===== config.mk =====
export PLATFORM = sky130hd
export DESIGN_NAME = crt_decode
export DESIGN_NICKNAME = d
export VERILOG_FILES = /design/src/rtl/core/crt_pkg.sv /design/src/rtl/core/crt_decode.sv
export SDC_FILE = /design/constraint.sdc
export NUM_CORES = 1
export LEC_CHECK = 0
export ABC_CLOCK_PERIOD_IN_PS = 1000
export CORE_AREA = 2 2 39 41
export DETAILED_ROUTE_END_ITERATION = 8
export DIE_AREA = 0 0 41 43
export DONT_BUFFER_PORTS = 1
export MAX_ROUTING_LAYER = met4
export SYNTH_ARGS = -nofsm -noshare
export SYNTH_HDL_FRONTEND = slang
export SYNTH_SLANG_ARGS = --single-unit

===== constraint.sdc =====
create_clock -name vclk -period 1
set_input_delay 0.2 -clock vclk [all_inputs]
set_output_delay 0.2 -clock vclk [all_outputs]
set_load 0.005 [all_outputs]

===== src/rtl/core/crt_pkg.sv =====
package crt_pkg;

    // Default sizing of the symbol table and address datapath
    localparam int TABLE_ENTRIES_DEF = 256;
    localparam int ADDR_WIDTH_DEF    = 32;

    // Fixed field widths of the item and result ports
    localparam int FIELD_W = 32;
    localparam int DEPTH_W = 16;
    localparam int INDEX_W = 8;

    localparam logic [DEPTH_W-1:0] DEPTH_MAX = '1;

    // Item kinds on the command port
    typedef enum logic [1:0] {
        KIND_CLEAR  = 2'd0,
        KIND_APPEND = 2'd1,
        KIND_RETIRE = 2'd2
    } kind_t;

    // RISC-V encodings used by the jump classifier
    localparam logic [6:0] OPC_JAL  = 7'h6f;
    localparam logic [6:0] OPC_JALR = 7'h67;
    localparam logic [4:0] REG_ZERO = 5'd0;
    localparam logic [4:0] REG_RA   = 5'd1;
    localparam logic [4:0] REG_T0   = 5'd5;

    // Classification of one retired instruction
    typedef struct packed {
        logic is_call;
        logic is_ret;
    } jump_t;

    // Outcome of one table scan for the target and the current pc
    typedef struct packed {
        logic               t_found;
        logic [INDEX_W-1:0] t_index;
        logic               c_found;
        logic [INDEX_W-1:0] c_index;
    } lookup_t;

endpackage


===== src/rtl/core/crt_decode.sv =====
module crt_decode (
    input  logic [crt_pkg::FIELD_W-1:0] instruction,
    output crt_pkg::jump_t              jump
);

    logic [6:0]  opcode;
    logic [4:0]  rd;
    logic [4:0]  rs1;
    logic [11:0] imm;
    logic        link;

    assign opcode = instruction[6:0];
    assign rd     = instruction[11:7];
    assign rs1    = instruction[19:15];
    assign imm    = instruction[31:20];

    // Link into ra or t0 marks a call; jalr back through ra or t0 marks a return
    assign link = (rd == crt_pkg::REG_RA) || (rd == crt_pkg::REG_T0);

    assign jump.is_call = ((opcode == crt_pkg::OPC_JAL) || (opcode == crt_pkg::OPC_JALR)) && link;
    assign jump.is_ret  = (opcode == crt_pkg::OPC_JALR) && (rd == crt_pkg::REG_ZERO)
                          && ((rs1 == crt_pkg::REG_RA) || (rs1 == crt_pkg::REG_T0))
                          && (imm == '0);

endmodule


# Word level (Yosys, flattened, before mapping)
# Index checks and enable logic that the tools add are counted.
dict set report word_totals {
  ram_bits 0
  mem_bits_ro 0
  word_cells 15
  latchBits 0
  output_inout_bits 2
  n_memories 0
  ff_bits 0
  inputBits 32
}
dict set report op_classes {
  mul 0
  n_reduce_logical 9
  bitwise_logic 0
  muxes 0
  shifts 0
  magnitude_cmp 0
  add_sub_neg 0
  div 0
  n_eq_ne 6
}
# op n
set op_table {}
lappend op_table {{equality test 7 bit, second input constant} 2}
lappend op_table {{logical NOT 12 bit} 1}
lappend op_table {{equality test 5 x 1 -> 1 bit, second input constant} 2}
lappend op_table {{equality test 5 x 3 -> 1 bit, second input constant} 2}
lappend op_table {{logical NOT 5 bit} 1}
lappend op_table {{logical AND 1 bit} 4}
lappend op_table {{logical OR 1 bit} 3}

# Depth between registers and ports, before layout
dict set report logic_depth {
  word_depth 4
  ltp_mapped 3
  ltp_nobuf 3
}

# Worst setup path after synthesis
# OpenSTA, ideal clock, no wires.
dict set report synth_timing {
  kind {input to output}
  startpoint {input instruction[8] (netlist name)}
  endpoint {output jump[0] (netlist name)}
  path_slack_ns 0.022
  path_stages 3
  n_path_buf 0
  arrival_time_ns 0.778
  cell_sequence {nor4b_1 -> nand3_1 -> nor3_2}
}
# element line
set synth_lines {}
lappend synth_lines {{start: declaration} crt_decode.sv:2} ;# input logic [crt_pkg::FIELD_W-1:0] instruction,
lappend synth_lines {{end: declaration} crt_decode.sv:3} ;# output crt_pkg::jump_t jump

==> results.md <==
Die:
- The initial cell density of the core is 8.05%.
- Row generation in the floorplan step produced 14 rows.
- The placeable core region is 0.00138 mm².
- The floorplan step set the die height to approximately 43 µm.
- The width of the die is just over 40 µm.
- The die covers roughly 0.0018 mm².
- The number of placed I/O pins is 34.

Timing:
- Counting I/O delays and the setup requirement, the final critical path takes 983 ps.
- Measured against its own limit, the worst slew margin works out to ~87%.
- Dividing the final minimum period by the clock period gives around 98%.
- Setup violations remaining at the end of the flow were counted as 0.
- Setup repair after global routing could not meet its margin everywhere.
- Derived from the worst setup path, the maximum achievable clock frequency is around 1000 MHz.
- The worst-case hold slack is between 500 and 600 ps.
- The max-slew violation count is 0.
- For the pin with the worst max-slew slack, the measured transition is 200 ps.
- Setup slack closes at 16.9 ps.
- The number of failing hold endpoints at the final stage came to 0.

Finish:
- The sequential cell count of the final layout is 0.
- The final layout net count is 46.
- For this run, the number of standard cells in the final layout without fillers is 28.
- Registers take 0 µm².
- Counting the fill cells in the layout gives 155.
- Counting the clock-network buffers in the layout gives 0.
- The area of all placed cells without fillers is roughly 190 µm².
- Relative to the synthesized area, the layout overhead comes to 67.4%.
- 0 antenna diodes ended up in the layout.
- The fraction of layout cells with a size suffix above 1 is between 60% and 70%.

GRT:
- The number of antenna violations at the first check in global routing is 0.
- The remaining global-route overflow is 0.
- The wire length of the first global-routing pass is between 400 and 500 µm.
- Global routing consumed, over all layers together, between 3 and 4% of the routing resources.
- Entering global routing, the biggest net connects 3 pins.
- The number of global-route vias before repair is approximately 160.

Power:
- The worst vdd rail ir drop is approximately 25 µV.
- The power density over the cells is about 100 mW/mm².
- Power comes to about 0.019 mW.
- For this design the static power due to leakage is 0.0265 nW.

Flow run:
- The tool flagged a number of max-cap violations equal to 0.

Placed design:
- The number of buffer cells added on primary ports is 0.
- After detailed placement, the total cell area comes to ~130 µm².
- The number of placed instances, taps included is 28.
- The sum of net half-perimeters after detailed placement is around 360 µm.
- At the placement stage, the worst setup path has a slack of -89.3 ps.
- The weighted congestion reported at the end of routability-driven placement is ~0.69.

Status:
- The run finished with clean final reports.

Detailed routing:
- Summing over every cut layer, the via total after detailed routing is 140.
- After detailed routing, the average wire length per cell comes to roughly 13 µm.
- For this run, design rule violations remaining after detail routing come to 0.
- After detailed routing, the total wire length is ~370 µm.
- The number of DRC markers in iteration 0 is 0.
- After detailed routing, the number of vias per cell comes to approximately 5.0.
- The length of the first detailed-routing pass in iterations is 1.
- The detail route stage leaves a number of antenna-violating nets equal to 0.

Synth:
- The commonest cells after synthesis are sky130_fd_sc_hd__nand4b_1 (2), sky130_fd_sc_hd__nor4_2 (2).
- The sequential element share of the synthesized area is 0%.
- Counting every net in the synthesized netlist gives between 40 and 50.
- The xor and xnor area share after synthesis is 0%.
- The cell type contributing the most total cell area after synthesis is sky130_fd_sc_hd__nor4_2.
- The netlist area before placement is 111 µm².
- The compound-gate portion of the synthesized area is 0%.
- The main combinational cell family by area after synthesis is simple AND/OR/NAND/NOR gates.
- The number of distinct library cells after synthesis is 10.
- The synthesized netlist devotes around 100% of its cell area to simple gates.
- The mean instance size in the synthesized netlist is 9.28 µm².
- The multiplexer fraction of the synthesized cell area is 0%.
- Yosys printed 0 warnings.
- After Yosys synthesis, full adders, half adders and majority gates account for 0% of the synthesized area.
- The synthesized design devotes to its leading area cell type 22.5% of total area.
- By area the synthesized netlist is led by sky130_fd_sc_hd__nor4_2 (22%), sky130_fd_sc_hd__nor4b_4 (21%), sky130_fd_sc_hd__nand4b_1 (16%), sky130_fd_sc_hd__nor3_2 (9.0%), sky130_fd_sc_hd__nor4b_1 (7.9%).
- The cell count after synthesis is 12.

Hold path:
- The end of the worst hold path is jump[1].
- The instance count along the most critical hold path is 2.
- In this run the most critical hold path is launched from instruction[7].
- The tightest min-delay check is of the in -> out type.

Critical path:
- The worst setup path is launched from a primary input.
- The largest fanout of any net on the critical path is 2.
- The arrival time reported for the critical path endpoint is 780 ps.
- The worst setup path is captured at a primary output.
- Among all stages on the critical path, the largest delay is contributed by sky130_fd_sc_hd__nor4b_4.
- The critical path goes through nor4b_4 > nand3_2 > nor3_2.
- The largest stage delay on the critical path is 260 ps.
- The critical path is of the in -> out type.
- STA puts the critical path data required time at roughly 800 ps.

Clock network:
- In this run, post-CTS hold repair placed 0 buffers.
per-stage QoR:
| stage | setup TNS (ps) | util [%] |
|---|---|---|
| after floorplan | 0 | - |
| after global placement | -73.4 | 9.49 |
| after detailed placement | -106 | 9.49 |
| after CTS | 0 | 12.3 |
| after global routing | -46.7 | 13.5 |
| final | 0 | 13.5 |
layer usage:
layer / global-route usage, % / routed length [µm] / part of all wire (%) / up-vias
met4: 0 / 0 / 0 / 0
met3: 0 / 114 / 31 / 0
li1: - / - / - / 55
met5: - / 0 / 0 / -
met1: 3.16 / 95 / 26 / 55
met2: 8.75 / 157 / 43 / 30
power breakdown:
group          internal (mW)  total, mW  switching (mW)
logic                 0.0159     0.0187         0.00284
clock network              0          0               0
registers                  0          0               0
total                 0.0159     0.0187         0.00284
layout by cell type, fill, tap and decap left out:
master,count
sky130_fd_sc_hd__nor4_4,3
sky130_fd_sc_hd__nand4b_1,2
sky130_fd_sc_hd__nor4b_4,2
sky130_fd_sc_hd__nand3_2,1
sky130_fd_sc_hd__nor2_2,1
sky130_fd_sc_hd__nor3_1,1
sky130_fd_sc_hd__nand4_1,1
sky130_fd_sc_hd__nor3_2,1
worst max-delay path: cells and delay by family:
family | cells | cell delay, ps
AND/OR/NAND/NOR | 3 | 580
logic make-up (layout without fill, tap and decap cells):
logic type	after synthesis	in the layout
AND/OR/NAND/NOR	12	12
how the worst max path moves through the flow:
| stage | startpoint | end | slack (ps) | depth (start not counted) |
|---|---|---|---|---|
| 6_report | instruction[8] | jump[0] | 20 | 3 |
| 5_1_grt | instruction[7] | jump[0] | -50 | 3 |
| 4_1_cts | instruction[27] | jump[0] | 1 | 3 |
| 3_5_place_dp | instruction[27] | jump[0] | -90 | 3 |
| 3_3_place_gp | instruction[18] | jump[0] | -70 | 3 |
| 2_1_floorplan | instruction[8] | jump[0] | 20 | 3 |
repair_timing:
item                                    4_1_cts  5_1_grt
setup buffers                                 0        0
gates cloned                                  0        0
pin swaps                                     3        1
endpoints found under the hold margin         0        0
endpoints found under the setup margin        2        2
gates resized for setup                       5        3
layout make-up:
cell class         instances  area (µm²)  area share, %
multi-input cells         12         166           89.3
well taps                 16        20.0           10.7
Note: power is estimated with default switching activity, not from simulation.
