## src/rtl/core/crt_pkg.sv

```systemverilog
package crt_pkg;

    // Default sizing of the symbol table and address datapath
    localparam int TABLE_ENTRIES_DEF = 256;
    localparam int ADDR_WIDTH_DEF    = 32;

    // Fixed field widths of the item and result ports
    localparam int FIELD_W = 32;
    localparam int DEPTH_W = 16;
    localparam int INDEX_W = 8;

    localparam logic [DEPTH_W-1:0] DEPTH_MAX = '1;

    // Item kinds on the command port
    typedef enum logic [1:0] {
        KIND_CLEAR  = 2'd0,
        KIND_APPEND = 2'd1,
        KIND_RETIRE = 2'd2
    } kind_t;

    // RISC-V encodings used by the jump classifier
    localparam logic [6:0] OPC_JAL  = 7'h6f;
    localparam logic [6:0] OPC_JALR = 7'h67;
    localparam logic [4:0] REG_ZERO = 5'd0;
    localparam logic [4:0] REG_RA   = 5'd1;
    localparam logic [4:0] REG_T0   = 5'd5;

    // Classification of one retired instruction
    typedef struct packed {
        logic is_call;
        logic is_ret;
    } jump_t;

    // Outcome of one table scan for the target and the current pc
    typedef struct packed {
        logic               t_found;
        logic [INDEX_W-1:0] t_index;
        logic               c_found;
        logic [INDEX_W-1:0] c_index;
    } lookup_t;

endpackage

```

## src/rtl/core/crt_scan.sv

```systemverilog
module crt_scan #(
    parameter int TABLE_ENTRIES = crt_pkg::TABLE_ENTRIES_DEF,
    parameter int ADDR_WIDTH    = crt_pkg::ADDR_WIDTH_DEF,
    localparam int IDX_W        = $clog2(TABLE_ENTRIES),
    localparam int CNT_W        = $clog2(TABLE_ENTRIES + 1),
    localparam int ENTRY_W      = ADDR_WIDTH + crt_pkg::FIELD_W
) (
    input  logic                  clk,
    input  logic                  rst_n,
    input  logic                  go,
    input  logic [ADDR_WIDTH-1:0] target_addr,
    input  logic [ADDR_WIDTH-1:0] current_addr,
    input  logic [CNT_W-1:0]      entry_count,
    output logic [IDX_W-1:0]      rd_addr,
    input  logic [ENTRY_W-1:0]    rd_data,
    output logic                  busy,
    output logic                  done,
    output crt_pkg::lookup_t      lookup
);

    typedef enum logic {
        S_IDLE,
        S_SCAN
    } state_t;

    state_t                  state_reg,     state_next;
    logic [CNT_W-1:0]        issue_reg,     issue_next;
    logic                    rvalid_reg,    rvalid_next;
    logic [IDX_W-1:0]        ridx_reg,      ridx_next;
    logic                    have_prev_reg, have_prev_next;
    logic [ADDR_WIDTH-1:0]   prev_start_reg, prev_start_next;
    logic [crt_pkg::FIELD_W-1:0] prev_size_reg, prev_size_next;
    logic [IDX_W-1:0]        prev_idx_reg,  prev_idx_next;
    logic [ADDR_WIDTH-1:0]   t_addr_reg,    t_addr_next;
    logic [ADDR_WIDTH-1:0]   c_addr_reg,    c_addr_next;
    logic                    t_found_reg,   t_found_next;
    logic [IDX_W-1:0]        t_idx_reg,     t_idx_next;
    logic                    c_found_reg,   c_found_next;
    logic [IDX_W-1:0]        c_idx_reg,     c_idx_next;
    logic                    done_reg,      done_next;

    logic [ADDR_WIDTH-1:0]       data_start;
    logic [crt_pkg::FIELD_W-1:0] data_size;
    logic                        issue_more;
    logic                        finish;
    logic                        eval_now;
    logic                        t_hit;
    logic                        c_hit;
    logic [IDX_W+7:0]            t_idx_wide;
    logic [IDX_W+7:0]            c_idx_wide;

    // Range test of one entry; a zero size reaches up to the next start
    function automatic logic entry_holds(
        input logic [ADDR_WIDTH-1:0]       addr,
        input logic [ADDR_WIDTH-1:0]       start,
        input logic [crt_pkg::FIELD_W-1:0] size,
        input logic [ADDR_WIDTH-1:0]       nxt,
        input logic                        has_next
    );
        logic [ADDR_WIDTH-1:0] offset;
        logic                  in_range;
        offset = addr - start;
        if (size != '0)
        begin
            in_range = offset < ADDR_WIDTH'(size);
        end
        else if (has_next)
        begin
            in_range = addr < nxt;
        end
        else
        begin
            in_range = addr == start;
        end
        return (addr >= start) && in_range;
    endfunction

    assign data_start = rd_data[ADDR_WIDTH-1:0];
    assign data_size  = rd_data[ENTRY_W-1:ADDR_WIDTH];

    // One read issued per cycle; entry i is judged once entry i+1 is back
    assign issue_more = issue_reg < entry_count;
    assign finish     = (state_reg == S_SCAN) && !issue_more && !rvalid_reg;
    assign eval_now   = (state_reg == S_SCAN) && have_prev_reg && (rvalid_reg || finish);

    assign t_hit = eval_now
                   && entry_holds(t_addr_reg, prev_start_reg, prev_size_reg, data_start, rvalid_reg);
    assign c_hit = eval_now
                   && entry_holds(c_addr_reg, prev_start_reg, prev_size_reg, data_start, rvalid_reg);

    always_comb
    begin
        state_next      = state_reg;
        issue_next      = issue_reg;
        rvalid_next     = rvalid_reg;
        ridx_next       = ridx_reg;
        have_prev_next  = have_prev_reg;
        prev_start_next = prev_start_reg;
        prev_size_next  = prev_size_reg;
        prev_idx_next   = prev_idx_reg;
        t_addr_next     = t_addr_reg;
        c_addr_next     = c_addr_reg;
        t_found_next    = t_found_reg;
        t_idx_next      = t_idx_reg;
        c_found_next    = c_found_reg;
        c_idx_next      = c_idx_reg;
        done_next       = 1'b0;

        unique case (state_reg)
            S_IDLE:
            begin
                // Latch both addresses and restart the sweep
                if (go)
                begin
                    state_next     = S_SCAN;
                    issue_next     = '0;
                    rvalid_next    = 1'b0;
                    have_prev_next = 1'b0;
                    t_addr_next    = target_addr;
                    c_addr_next    = current_addr;
                    t_found_next   = 1'b0;
                    t_idx_next     = '0;
                    c_found_next   = 1'b0;
                    c_idx_next     = '0;
                end
            end
            S_SCAN:
            begin
                // Advance the read pointer
                rvalid_next = issue_more;
                ridx_next   = issue_reg[IDX_W-1:0];
                if (issue_more)
                begin
                    issue_next = issue_reg + 1'b1;
                end
                // Shift returned entry into the compare slot
                if (rvalid_reg)
                begin
                    have_prev_next  = 1'b1;
                    prev_start_next = data_start;
                    prev_size_next  = data_size;
                    prev_idx_next   = ridx_reg;
                end
                // Keep the first hit only
                if (t_hit && !t_found_reg)
                begin
                    t_found_next = 1'b1;
                    t_idx_next   = prev_idx_reg;
                end
                if (c_hit && !c_found_reg)
                begin
                    c_found_next = 1'b1;
                    c_idx_next   = prev_idx_reg;
                end
                if (finish)
                begin
                    state_next = S_IDLE;
                    done_next  = 1'b1;
                end
            end
            default:
            begin
                state_next = S_IDLE;
            end
        endcase
    end

    always_ff @(posedge clk or negedge rst_n)
    begin
        if (!rst_n)
        begin
            state_reg      <= S_IDLE;
            issue_reg      <= '0;
            rvalid_reg     <= 1'b0;
            ridx_reg       <= '0;
            have_prev_reg  <= 1'b0;
            prev_start_reg <= '0;
            prev_size_reg  <= '0;
            prev_idx_reg   <= '0;
            t_addr_reg     <= '0;
            c_addr_reg     <= '0;
            t_found_reg    <= 1'b0;
            t_idx_reg      <= '0;
            c_found_reg    <= 1'b0;
            c_idx_reg      <= '0;
            done_reg       <= 1'b0;
        end
        else
        begin
            state_reg      <= state_next;
            issue_reg      <= issue_next;
            rvalid_reg     <= rvalid_next;
            ridx_reg       <= ridx_next;
            have_prev_reg  <= have_prev_next;
            prev_start_reg <= prev_start_next;
            prev_size_reg  <= prev_size_next;
            prev_idx_reg   <= prev_idx_next;
            t_addr_reg     <= t_addr_next;
            c_addr_reg     <= c_addr_next;
            t_found_reg    <= t_found_next;
            t_idx_reg      <= t_idx_next;
            c_found_reg    <= c_found_next;
            c_idx_reg      <= c_idx_next;
            done_reg       <= done_next;
        end
    end

    // Report the low byte of each entry number
    assign t_idx_wide = (IDX_W + 8)'(t_idx_reg);
    assign c_idx_wide = (IDX_W + 8)'(c_idx_reg);

    assign rd_addr        = issue_reg[IDX_W-1:0];
    assign busy           = state_reg == S_SCAN;
    assign done           = done_reg;
    assign lookup.t_found = t_found_reg;
    assign lookup.t_index = t_idx_wide[7:0];
    assign lookup.c_found = c_found_reg;
    assign lookup.c_index = c_idx_wide[7:0];

`ifndef SYNTHESIS
    a_done_idle: assert property (@(posedge clk) disable iff (!rst_n)
        done_reg |-> (state_reg == S_IDLE))
        else $error("scan result strobed while still scanning");

    a_issue_bound: assert property (@(posedge clk) disable iff (!rst_n)
        (state_reg == S_SCAN) |-> (issue_reg <= entry_count))
        else $error("scan read pointer ran past the table fill");

    a_rvalid_scan: assert property (@(posedge clk) disable iff (!rst_n)
        rvalid_reg |-> (state_reg == S_SCAN) && $past(state_reg == S_SCAN))
        else $error("read data returned outside a scan");

    a_found_index: assert property (@(posedge clk) disable iff (!rst_n)
        (t_found_reg && (state_reg == S_SCAN)) |-> (CNT_W'(t_idx_reg) < entry_count))
        else $error("target hit on an entry beyond the fill");
`endif

endmodule

```

## config.mk

```make
export PLATFORM = sky130hd
export DESIGN_NAME = crt_scan
export DESIGN_NICKNAME = d
export VERILOG_FILES = /design/src/rtl/core/crt_pkg.sv /design/src/rtl/core/crt_scan.sv
export SDC_FILE = /design/constraint.sdc
export NUM_CORES = 1
export LEC_CHECK = 0
export ABC_AREA = 1
export BUFFER_PORTS_ARGS = -buffer_cell sky130_fd_sc_hd__buf_2
export CORE_MARGIN = 3
export CORE_UTILIZATION = 29
export DETAILED_ROUTE_END_ITERATION = 10
export PLACE_DENSITY = 0.43
export SYNTH_ARGS = -nofsm -noshare
export SYNTH_HDL_FRONTEND = slang
export SYNTH_SLANG_ARGS = --single-unit
```

## constraint.sdc

```tcl
create_clock -name clk -period 3.6 [get_ports clk]
set_input_delay 0 -clock clk [delete_from_list [all_inputs] [get_ports clk]]
set_output_delay 0 -clock clk [all_outputs]
set_load 0.01 [all_outputs]
```

; ---- Word-level counts from Yosys, hierarchy flattened
; Index checks and enable logic that the tools add are counted.
[word_totals]
reg_bits = 175
out_inout_bits = 28
inputBits = 140
elab_cells = 80
[op_classes]
bitwise_logic = 1
n_reduce_logical = 22
eq_ne = 7
n_mux = 25
order_cmp = 7
n_addsub = 3
[op_table]
columns = op, count
row1 = $lt 32x32->1, 4
row2 = $eq 32x32->1, 2
row3 = $ge 32x32->1, 2
row4 = $sub 32x32->32, 2
row5 = $pmux 8 s2, 2
row6 = $reduce_bool 32->1, 1
row7 = $mux 8, 3
row8 = $mux 9, 2
row9 = $pmux 9 s2, 1
row10 = $mux 1, 12
row11 = $reduce_and 2->1, 6
row12 = $logic_and 1x1->1, 10
row13 = $pmux 1 s2, 5
row14 = $add 9x1->9 const B, 1
row15 = $lt 9x9->1, 1
row16 = $ne 2x1->1 const B, 4
row17 = $logic_not 1->1, 4
row18 = $ne 2x2->1 const B, 1
row19 = $logic_or 1x1->1, 1
row20 = $not 1->1, 1

; ---- Logic depth before layout (Yosys ltp)
; Gate-level depths: netlist of the first run.
[logic_depth]
ltp_word = 10
mapped_depth = 27
depth_no_buf = 27

; ---- Worst setup path after synthesis of the first run
; No wires, ideal clock.
[synth_timing]
kind = register to register
from = register prev_start_reg[0]
to = register t_idx_reg[0]
setup_time_ps = 66
period_less_slack_ps = 3273
required_time_ps = 3534
n_path_buf = 0
path_stages_with_launch = 26
path_slack_ps = 327
t_arrival_ps = 3207
cell_sequence = dfrtp_1 ha_1 fa_1 inv_1 nand2_1 nand2_1 nand3b_1 nand2_2 nand2_1 nand2_2 a21oi_1 o21bai_1 nand2_1 nand3_1 nand2_1 ha_1 nand2_1 nor2_1 nand4_1 nor4_1 nand2_1 nand2_1 nand2_1 nand3_4 nand3_1 nand2_1
[synth_via]
elab_chain_cells = 8
elab_cells_between_ends = 11
classes_between = add/sub (1) / order compare (2) / eq/ne (2) / mux (2) / reduce/logical (4)
[synth_rtl]
columns = element, line_no
row1 = start: declaration, crt_scan.sv:31  ; logic [ADDR_WIDTH-1:0] prev_start_reg, prev_start_next;
row2 = start signal: assignment, crt_scan.sv:195  ; prev_start_reg <= prev_start_next;
row3 = $sub 32x32->32 or $eq 32x32->1 (tied branches), "crt_scan.sv:62, crt_scan.sv:73"
row4 = $lt 32x32->1 or $mux 1 (tied branches), "crt_scan.sv:65, crt_scan.sv:67"
row5 = $mux 1, crt_scan.sv:63  ; if (size != '0)
row6 = $logic_and 1x1->1 (*), crt_scan.sv:75  ; return (addr >= start) && in_range;
row7 = $logic_and 1x1->1 (*), crt_scan.sv:87  ; && entry_holds(t_addr_reg, prev_start_reg, prev_size_reg, data_start, rvalid_reg);
row8 = $logic_and 1x1->1 (*), crt_scan.sv:145  ; if (t_hit && !t_found_reg)
row9 = $ne 2x1->1 (no line) (*), -
row10 = $reduce_and 2->1 (no line) (*), -
row11 = end signal: assignment, crt_scan.sv:201  ; t_idx_reg <= t_idx_next;
row12 = end: declaration, crt_scan.sv:37  ; logic [IDX_W-1:0] t_idx_reg, t_idx_next;
; Every way passes the cells marked *; elsewhere a longest branch is shown, timed or not.
; A chain may end at the register's enable or synchronous reset.

; ---- Final worst setup path of the first run
[layout_timing]
from = register t_addr_reg[18]
to = register t_idx_reg[4]
[layout_via]
elab_chain_cells = 8
elab_cells_between_ends = 12
classes_between = add/sub (1) / order compare (3) / eq/ne (2) / mux (2) / reduce/logical (4)
[layout_rtl]
columns = element, line_no
row1 = start: declaration, crt_scan.sv:34  ; logic [ADDR_WIDTH-1:0] t_addr_reg, t_addr_next;
row2 = start signal: assignment, crt_scan.sv:198  ; t_addr_reg <= t_addr_next;
row3 = "$sub 32x32->32, or another cell as far along", crt_scan.sv:62  ; offset = addr - start;
row4 = $lt 32x32->1 or $mux 1 (tied branches), "crt_scan.sv:65, crt_scan.sv:67"
row5 = $mux 1, crt_scan.sv:63
row6 = $logic_and 1x1->1 (*), crt_scan.sv:75
row7 = $logic_and 1x1->1 (*), crt_scan.sv:87
row8 = $logic_and 1x1->1 (*), crt_scan.sv:145
row9 = $ne 2x1->1 (no line) (*), -
row10 = $reduce_and 2->1 (no line) (*), -
; Marks and branches as above.

==> key figures, run 1 <==
Drt
  • Routed wire length: 49.2 mm
  • DR DRC count: 0
  • Initial DRC count: 591
  • Via density: 4.62
  • DR vias: 14.0k
  • Wire per inst: 16.2 um
  • Final ANT Viol Nets: 0
  • DRT Pass-1 Iters: 5

Placement
  • Gp weighted congestion: around 0.89
  • Count of input and output buffers: ~170
  • Detail Placement HPWL: 39.3 mm
  • Pre-CTS WS: -0.455 ns

Clocking
  • Cts bufs inserted: 17
  • CTS sink count: 175
  • CTS tree: built
  • Clk_lat worst skew: 0.50 ns
  • Clock transition at path regs: 0.08 ns
  • Largest buffer count on any clock path: 2
  • Htree depth: 4
  • Clk root buf: clkbuf_16

Finish
  • Layout cells sized above 1: between 20% and 30%
  • Post-Route Utilization: 42.3%
  • Ant. Diodes: 0
  • Synth-to-layout area growth: 43.0%
  • Layout Nets: roughly 2.8k
  • Commonest non-fill, non-tap cell in the layout: nand2_1
  • Fill cells: between 4k and 5k
  • Most frequent cells in the layout: nand2_1 (580), inv_1 (229), buf_4 (226)

Setup path
  • Critical path peak fanout: 5
  • Startpoint Class: register
  • Reg-to-reg critical path endpoint: t_idx_reg[4]
  • Crit-path cells: ha_4 > nand2_4 > buf_6 > nor4_4 > buf_4 > nand3_2 > o211ai_1 > xor2_1 > ha_1 > nand2_1 > nor2_2 > nand4_1 > nor4_4 > nand2_1 > nand2_4 > nand2_8 > nand3_4 > nand3_2 > nand2_2
  • FF-to-FF Start: t_addr_reg[18]
  • Number of cells on the worst reg-to-reg path: 19
  • CP arrival: 4.06 ns
  • Worst reg2reg setup slack: -0.01 ns
  • Critical path's slowest cell: dfrtp_2
  • WS Path Type: reg -> reg
  • Number of buffers and inverters on the critical path: 2
  • Crit path largest cell delay: 0.45 ns
  • Cell family with most CP delay: simple AND/OR/NAND/NOR gates
  • Worst EP required: 4.04 ns
  • Crit path capture type: register

Die
  • Die height: about 220 um
  • Die ar.: 50,500 sq um
  • Die W: approximately 220 um
  • IO Pins: 168
  • Core Area: 46,900 sq um
  • Starting density of the core: 29.6%
  • Cell row count: 79

Worst hold path
  • Min-delay src: entry_count[0]
  • HP Class: in -> reg
  • Hold EP: done
  • Hold path depth: 6

STA
  • Final min period: 3.61 ns
  • Hold WS: 0.0677 ns
  • Worst Skew: about 0.014 ns
  • Worst Max-Slew Pin Slew: 1.05 ns
  • Maximum clock rate: between 200 and 300 MHz
  • Rel. slew slack: between 20% and 30%
  • Final Cycle Share: 100%
  • Final Hold Fails: 0
  • Slew Viols, Final: 0
  • Post-layout worst setup margin: -0.0140 ns
  • RSZ-0062 raised after global routing: true
  • Final setup vio count: 3

Power
  • Sw Ratio: 49.3%
  • P_leak: 10.4 nW
  • Clk pwr share: 8.9%
  • Internal Power: ~11 mW
  • Maximum VDD drop: 0.425 mV
  • Pwr dens: 1090 nW/um^2
  • Seq pwr share: 15.8%
  • Combinational power share: 75.3%
  • Switch Pwr: about 11 mW

GRT
  • GR Overflow Total: 0
  • Initial antenna violation count: 0
  • Largest net degree at the start of global routing: 91
  • Vias in the first global route: 14.1k
  • Total Routing Usage GR: 20.0%
  • First-pass GRT wire length: 78.0 mm

Synth
  • Post-Syn Area per Cell: around 7.3 sq um
  • Syn Nets: between 2k and 2.5k
  • Mapped Cells: 1,903
  • Post-Syn Area: roughly 14,000 sq um
  • Async SR Flop Fraction: 100%
  • Top_reg_cell synth: dfrtp_1
  • Number of synthesized flops with an enable pin: 0
  • Synth warn: 0
  • Register bit total from synthesis: 175
  • Post-synthesis sequential area ratio: 31.6%
  • Yosys cell types: 45

Job
  • Max Cap Viol: 0

Outcome
  • Status: complete, but fails checks
  • Failing checks: negative setup slack
[worst min-delay path, cell delays in order]
cell,delay (ns)
buf_2,0.07
nand2_1,0.05
nand3_1,0.08
nand3_1,0.14
nand2_1,0.14
nor2_1,0.05
[layer usage]
| metal | vias to the layer above | GRT usage (%) | wire length, um |
|---|---|---|---|
| li1 | 7238 | - | - |
| met1 | 6542 | 28.9 | 25200 |
| met2 | 188 | 31.5 | 21900 |
| met3 | 44 | 3.34 | 1450 |
| met4 | 0 | 4.10 | 705 |
| met5 | - | 0 | 0 |
[timing repair]
action,4_1_cts,5_1_grt
setup buffers,7,10
gates resized for setup,59,127
endpoints found under the setup margin,18,18
cloned,4,0
endpoints found under the hold margin,218,0
hold buffers,130,0
pin swaps,42,44
[final cells by class]
cell class	count	area (sq um)	area share, %
Inverter	241	905	4.56
Clock inverter	14	163	0.820
Clock buffer	17	425	2.14
Multi-Input combinational cell	1448	9250	46.7
Tap cell	607	759	3.83
Timing Repair Buffer	530	3950	19.9
Sequential cell	175	4380	22.1
[logic make-up after synthesis]
family,count (synthesis),synth area share [%]
DFF,175,31.6
xor gates and xnor gates,59,3.73
buffers and inverters,284,8.02
and+or+nand+nor,859,25.8
AOI/OAI and AO/OA,327,12.8
adders and majority gates,199,18.1
[synthesized netlist by cell type, drive strengths merged, types with 8 or more instances]
master | instances | area, sq um
a21o | 8 | 60.1
a21oi | 139 | 696
buf | 15 | 103
clkbuf | 28 | 105
dfrtp | 175 | 4380
ha | 197 | 2460
inv | 240 | 901
nand2 | 622 | 2390
nand3 | 58 | 315
nand4 | 34 | 213
nor2 | 121 | 524
nor3 | 12 | 60.1
o21a | 9 | 67.6
o21ai | 135 | 679
o21bai | 12 | 90.1
xnor2 | 20 | 175
xor2 | 39 | 342
[power groups by stage]
| stage | registers (mW) | clock network (mW) | logic [mW] |
|---|---|---|---|
| 3_5_place_dp | 3.41 | 0 | 14.3 |
| 3_3_place_gp | 3.40 | 0 | 14.2 |
| 5_1_grt | 3.52 | 2.08 | 18.2 |
| 6_report | 3.43 | 1.93 | 16.3 |
| 4_1_cts | 3.39 | 2.02 | 15.3 |
| 2_1_floorplan | 3.20 | 0 | 8.24 |
[worst max path at each step]
stage / startpoint / to / depth (start not counted)
2_1_floorplan: prev_start_reg[0] / t_idx_reg[0] / 25
3_5_place_dp: prev_start_reg[0] / t_idx_reg[4] / 26
3_3_place_gp: prev_start_reg[0] / t_idx_reg[2] / 26
4_1_cts: prev_start_reg[0] / t_idx_reg[4] / 25
5_1_grt: t_addr_reg[18] / t_idx_reg[4] / 19
6_report: t_addr_reg[18] / t_idx_reg[4] / 19
[metrics by stage]
stage	instances	total power, mW	instance area, sq um	TNS, ns
2_1_floorplan	1903	11.4	13900	0
3_3_place_gp	2851	17.6	16900	-5.48
3_5_place_dp	2851	17.7	16900	-5.78
4_1_cts	3022	20.7	19200	-0.552
5_1_grt	3032	23.8	19800	-2.17
6_report	3032	21.7	19800	-0.0262
Power figures use the tool's default switching activity.
==> run 2: changes to the inputs <==
--- a/config.mk
+++ b/config.mk
@@ -10,6 +10,7 @@
 export CORE_MARGIN = 3
 export CORE_UTILIZATION = 29
 export DETAILED_ROUTE_END_ITERATION = 10
+export MAX_ROUTING_LAYER = met4
 export PLACE_DENSITY = 0.43
 export SYNTH_ARGS = -nofsm -noshare
 export SYNTH_HDL_FRONTEND = slang
==> key figures, run 2 (synthesized netlist as in run 1, its figures left out) <==
Outcome
  • Status: finished, final reports clean

Setup path
  • Startpoint Class: register
  • Crit path largest cell delay: 0.38 ns
  • Crit path capture type: register
  • Top cell by count, worst path: nand2_1
  • CP arrival: between 3 and 4 ns
  • WS Path Type: reg -> reg
  • Critical path peak fanout: 5
  • Critical path's slowest cell: dfrtp_1
  • Worst EP required: 3.99 ns

Drt
  • DRT Pass-1 Iters: 5
  • DR DRC count: 0
  • Initial DRC count: 751
  • Via density: 4.57
  • Metal3 WL: roughly 1.6 mm
  • DR vias: around 14k
  • Metal2 WL: 21.6 mm
  • Uppermost layer routed: met4
  • Wire per inst: roughly 16 um
  • Final ANT Viol Nets: 0
  • Met1 Wirelength: 25.2 mm
  • Routed wire length: 49.2 mm

STA
  • Final Hold Fails: 0
  • Final min period: 3.58 ns
  • RSZ-0062 raised after global routing: true
  • Final Cycle Share: 99.5%
  • Final setup vio count: 0
  • Worst Skew: 0.0234 ns
  • Maximum clock rate: 279 MHz
  • Setup TNS: 0 ns
  • Slew Viols, Final: 0
  • Rel. slew slack: 31.9%
  • Worst Max-Slew Pin Slew: 1.02 ns

Placement
  • Gp weighted congestion: 0.889
  • Detail Placement HPWL: 39.6 mm
  • DP Cell Count: 2,861
  • Count of input and output buffers: around 170

Power
  • Maximum VDD drop: ~0.49 mV
  • Pwr dens: about 1100 nW/um^2
  • P_leak: around 10 nW

Clocking
  • Clk_lat worst skew: 0.49 ns
  • Htree depth: 4
  • CTS tree: built
  • Cts bufs inserted: 17
  • Clk root buf: clkbuf_16
  • CTS sink count: between 150 and 200
  • Largest buffer count on any clock path: 2
  • Clock transition at path regs: 0.09 ns

Finish
  • Finished Layout Cells: roughly 3k
  • Most frequent cells in the layout: nand2_1 (583), buf_4 (241), inv_1 (233)
  • Layout Nets: roughly 2.8k
  • Layout cells sized above 1: about a quarter
  • Synth-to-layout area growth: 42.8%
  • Commonest non-fill, non-tap cell in the layout: nand2_1

Die
  • Die W: 225 um
  • Starting density of the core: 29.6%
  • Core Area: 46,900 sq um
  • Die height: 225 um
  • Cell row count: 79
  • Die ar.: 50,500 sq um
  • IO Pins: 168

GRT
  • Initial antenna violation count: 5
  • Largest net degree at the start of global routing: 85
  • Total Routing Usage GR: 20.5%
  • GR Overflow Total: 0
  • First-pass GRT wire length: just under 80 mm
  • Vias in the first global route: 14.1k

Job
  • Max Cap Viol: 0

Worst hold path
  • HP Class: in -> reg
run 2: cell types whose count changed in the layout (fill, tap and decap cells not counted), moves of 3 or more:
cell and delta:
buf_4 +15, clkinv_8 +6, ha_1 +6, nand3_1 +6, diode_2 +5, nand3_2 -5
nor2_2 +5, ha_2 -4, inv_1 +4, inv_2 -4, inv_8 -4, nor2_1 -4
buf_6 -3, nand2_1 +3
run 2: stage by stage:
stage / util (%) / power (mW) / hold slack, ns / setup slack (ns) / area, sq um
finish: 42.2 / 21.4 / 0.0696 / 0.0192 / 19800
global route: 42.2 / 23.6 / 0.134 / -0.223 / 19800
CTS: 41.1 / 20.6 / 0.0416 / -0.0428 / 19200
detailed placement: 36.3 / 17.8 / 0.134 / -0.314 / 17000
global placement: 36.3 / 17.7 / 0.137 / -0.279 / 17000
floorplan: - / 11.4 / -0.296 / 0.327 / 13900
run 2: cell type report:
type / count / area (sq um)
fill: 4872 / 27100
multi-input combinational: 1447 / 9110
sequential: 175 / 4380
timing repair buffer: 541 / 3990
inverter: 241 / 905
tap: 607 / 759
clock buffer: 17 / 425
clock inverter: 15 / 215
antenna: 5 / 12.5
run 2: power breakdown:
group / switching [mW] / internal (mW)
Clock: 0.976 / 1.01
Sequential: 0.665 / 2.73
Combinational: 8.92 / 7.11
Total: 10.6 / 10.9
run 2: routing by layer:
metal  GRT usage (%)  vias to the layer above
met5               -                        -
met4            5.15                        0
met3            3.26                       41
met2            30.9                      206
met1            28.7                     6427
li1                -                     7258
run 2: worst paths after layout:
path,startpoint,to,slack [ns],cells past startpoint
min,entry_count[0],done,0.07,6
max,t_addr_reg[1],t_idx_reg[7],0.02,25
min in group asynchronous,rst_n,t_idx_reg[7],0.14,2
max in group asynchronous,rst_n,prev_size_reg[21],2.54,3
min reg2reg,prev_start_reg[6],prev_start_reg[6],0.49,2
max reg2reg,t_addr_reg[1],t_idx_reg[7],0.02,25
run 2: worst max-delay path, delay by kind of cell (launching register included):
family | cells | cell delay (ns)
xor+xnor | 1 | 0.22
buf+inv | 5 | 0.65
simple gates | 12 | 1.11
fa+ha+maj | 2 | 0.54
compound gates | 5 | 0.56
flops | 1 | 0.38
run 2: timing repair:
item | 4_1_cts | 5_1_grt
gates resized for setup | 58 | 94
pin swaps | 33 | 44
setup endpoints to repair | 18 | 18
hold endpoints to repair | 212 | 0
hold buffers | 130 | 0
setup buffers | 5 | 11
gates cloned | 4 | 0
==> run 3: changes to the inputs <==
--- a/config.mk
+++ b/config.mk
@@ -11,7 +11,7 @@
 export CORE_UTILIZATION = 29
 export DETAILED_ROUTE_END_ITERATION = 10
 export MAX_ROUTING_LAYER = met4
-export PLACE_DENSITY = 0.43
+export PLACE_DENSITY = 0.58
 export SYNTH_ARGS = -nofsm -noshare
 export SYNTH_HDL_FRONTEND = slang
 export SYNTH_SLANG_ARGS = --single-unit
==> key figures, run 3 (synthesized netlist as in run 1, its figures left out) <==
STA
  • Maximum clock rate: 284 MHz
  • Setup TNS: 0 ns
  • Worst Skew: 0.0138 ns
  • Final Hold Fails: 0
  • Rel. slew slack: about 40%
  • Slew Viols, Final: 0
  • Worst Max-Slew Pin Slew: 0.899 ns
  • Post-layout worst setup margin: 0.0798 ns
  • RSZ-0062 raised after global routing: true
  • Final setup vio count: 0
  • Final min period: 3.52 ns
  • Final Cycle Share: a little over nine tenths

GRT
  • Initial antenna violation count: 1
  • GR Overflow Total: 0
  • Met2 Usage GRT: 31.8%
  • GR Util met3: 3.51%
  • Vias in the first global route: 14.2k
  • Total Routing Usage GR: 20.1%
  • First-pass GRT wire length: 76.5 mm
  • GRT busiest layer: met2
  • Largest net degree at the start of global routing: 81
  • M1 GR Usage: approximately a quarter

Setup path
  • CP arrival: 3.96 ns
  • FF-to-FF Start: prev_start_reg[12]
  • Critical path's slowest cell: ha_1
  • Top cell by count, worst path: nand2_1
  • Critical path peak fanout: 5
  • Worst EP required: about 4.0 ns
  • Startpoint Class: register
  • Crit-path cells: inv_1 > ha_1 > a21oi_2 > nand2_1 > a21oi_1 > o21ai_1 > buf_4 > nand4_1 > nand2_1 > xor2_1 > ha_1 > nand2_1 > nor2_2 > nand4_1 > nor4_2 > nand2_1 > nand2_4 > nand2_8 > nand3_4 > nand3_1 > nand2_1
  • CP startpoint: prev_start_reg[12]
  • WS Path Type: reg -> reg
  • Crit path capture type: register
  • Crit path largest cell delay: 0.41 ns

Drt
  • Wire per inst: 16.3 um
  • Final ANT Viol Nets: 0
  • Initial DRC count: about 750
  • DRT Pass-1 Iters: 5
  • DR vias: 13.9k
  • Via density: 4.67
  • Routed wire length: roughly 49 mm
  • DR DRC count: 0

Clocking
  • Clock transition at path regs: roughly 0.080 ns
  • CTS sink count: roughly 180
  • Clk_lat worst skew: 0.50 ns
  • Htree depth: 4
  • Cts bufs inserted: 17
  • Largest buffer count on any clock path: 2
  • CTS tree: built
  • Clk root buf: clkbuf_16

Die
  • Die W: between 200 and 250 um
  • Die ar.: 50,500 sq um
  • IO Pins: 168
  • Starting density of the core: between 20 and 30%
  • Die height: 225 um
  • Cell row count: slightly below 80
  • Core Area: 46,900 sq um

Placement
  • Detail Placement HPWL: 38.8 mm
  • Area after DPL: 16,600 sq um
  • Gp weighted congestion: 0.920
  • Count of input and output buffers: 167
  • Pre-CTS WS: -0.229 ns

Finish
  • Synth-to-layout area growth: 40.1%
  • Layout Nets: 2,707
  • Post-Route Utilization: between 40 and 50%
  • Final instance area: roughly 19,000 sq um
  • Commonest non-fill, non-tap cell in the layout: nand2_1
  • Layout cells sized above 1: 23.7%
  • Most frequent cells in the layout: nand2_1 (585), inv_1 (223), buf_4 (185)

Outcome
  • Status: finished, final reports clean

Worst hold path
  • HP Class: in -> async

Power
  • Maximum VDD drop: 0.554 mV
  • Pwr dens: 1050 nW/um^2
  • P_leak: 10.1 nW
  • Final Power: 20.4 mW

Job
  • Max Cap Viol: 0
run 3: final timing paths:
| check | endpoint | slack (ns) | cells after the start |
|---|---|---|---|
| hold reg to reg | prev_start_reg[28] | 0.49 | 2 |
| max in group asynchronous | prev_size_reg[20] | 2.62 | 3 |
| min in group clk | c_addr_reg[19] | 0.24 | 4 |
| hold / removal | ridx_reg[6] | 0.08 | 2 |
| setup / recovery | c_idx_reg[5] | 0.08 | 21 |
| setup reg to reg | c_idx_reg[5] | 0.08 | 21 |
run 3: critical path, delay by kind of cell, from the launching register on:
family                   cells  cell delay (ns)
AO/OA/AOI/OAI                3             0.46
flip-flops                   1             0.35
adder cells (fa/ha/maj)      2             0.70
buffers and inverters        2             0.25
AND/OR/NAND/NOR             13             1.55
XOR/XNOR                     1             0.14
run 3: layer usage:
metal / routed length [um] / up-vias / share of wire [%]
met3: 1600 / 41 / 3.3
met2: 22400 / 219 / 46
met5: 0 / - / 0
met4: 939 / 0 / 1.9
met1: 23800 / 6548 / 49
li1: - / 7140 / -
run 3: power breakdown:
part           total [mW]  leakage (nW)  switching, mW  internal, mW
registers            3.44          2.15          0.704          2.74
logic                15.0          7.67           8.46          6.55
clock network        2.00         0.309          0.989          1.01
total                20.4          10.1           10.1          10.3
run 3: what timing repair did:
item                                    in CTS  in global routing
hold endpoints to repair                   205                  0
buffers inserted                             3                 11
endpoints found under the setup margin      18                 18
hold buffers                               131                  0
pin swaps                                   13                 44
gates cloned                                 2                  2
gates resized for setup                     14                156
run 3: stage by stage:
step | std cells | hold WS [ns]
6_report | 2989 | 0.0771
5_1_grt | 2989 | 0.115
4_1_cts | 2975 | 0.0753
3_5_place_dp | 2807 | 0.0789
3_3_place_gp | 2807 | 0.0735
2_1_floorplan | 1903 | -0.296
run 3: final cells by class:
cell class,instances,area (sq um)
sequential,175,4380
timing repair buffer,485,3580
tap,607,759
clock inverter,15,206
clock buffer,17,425
antenna,1,2.50
inverter,241,905
fill,4823,27400
multi-input combinational,1448,9170
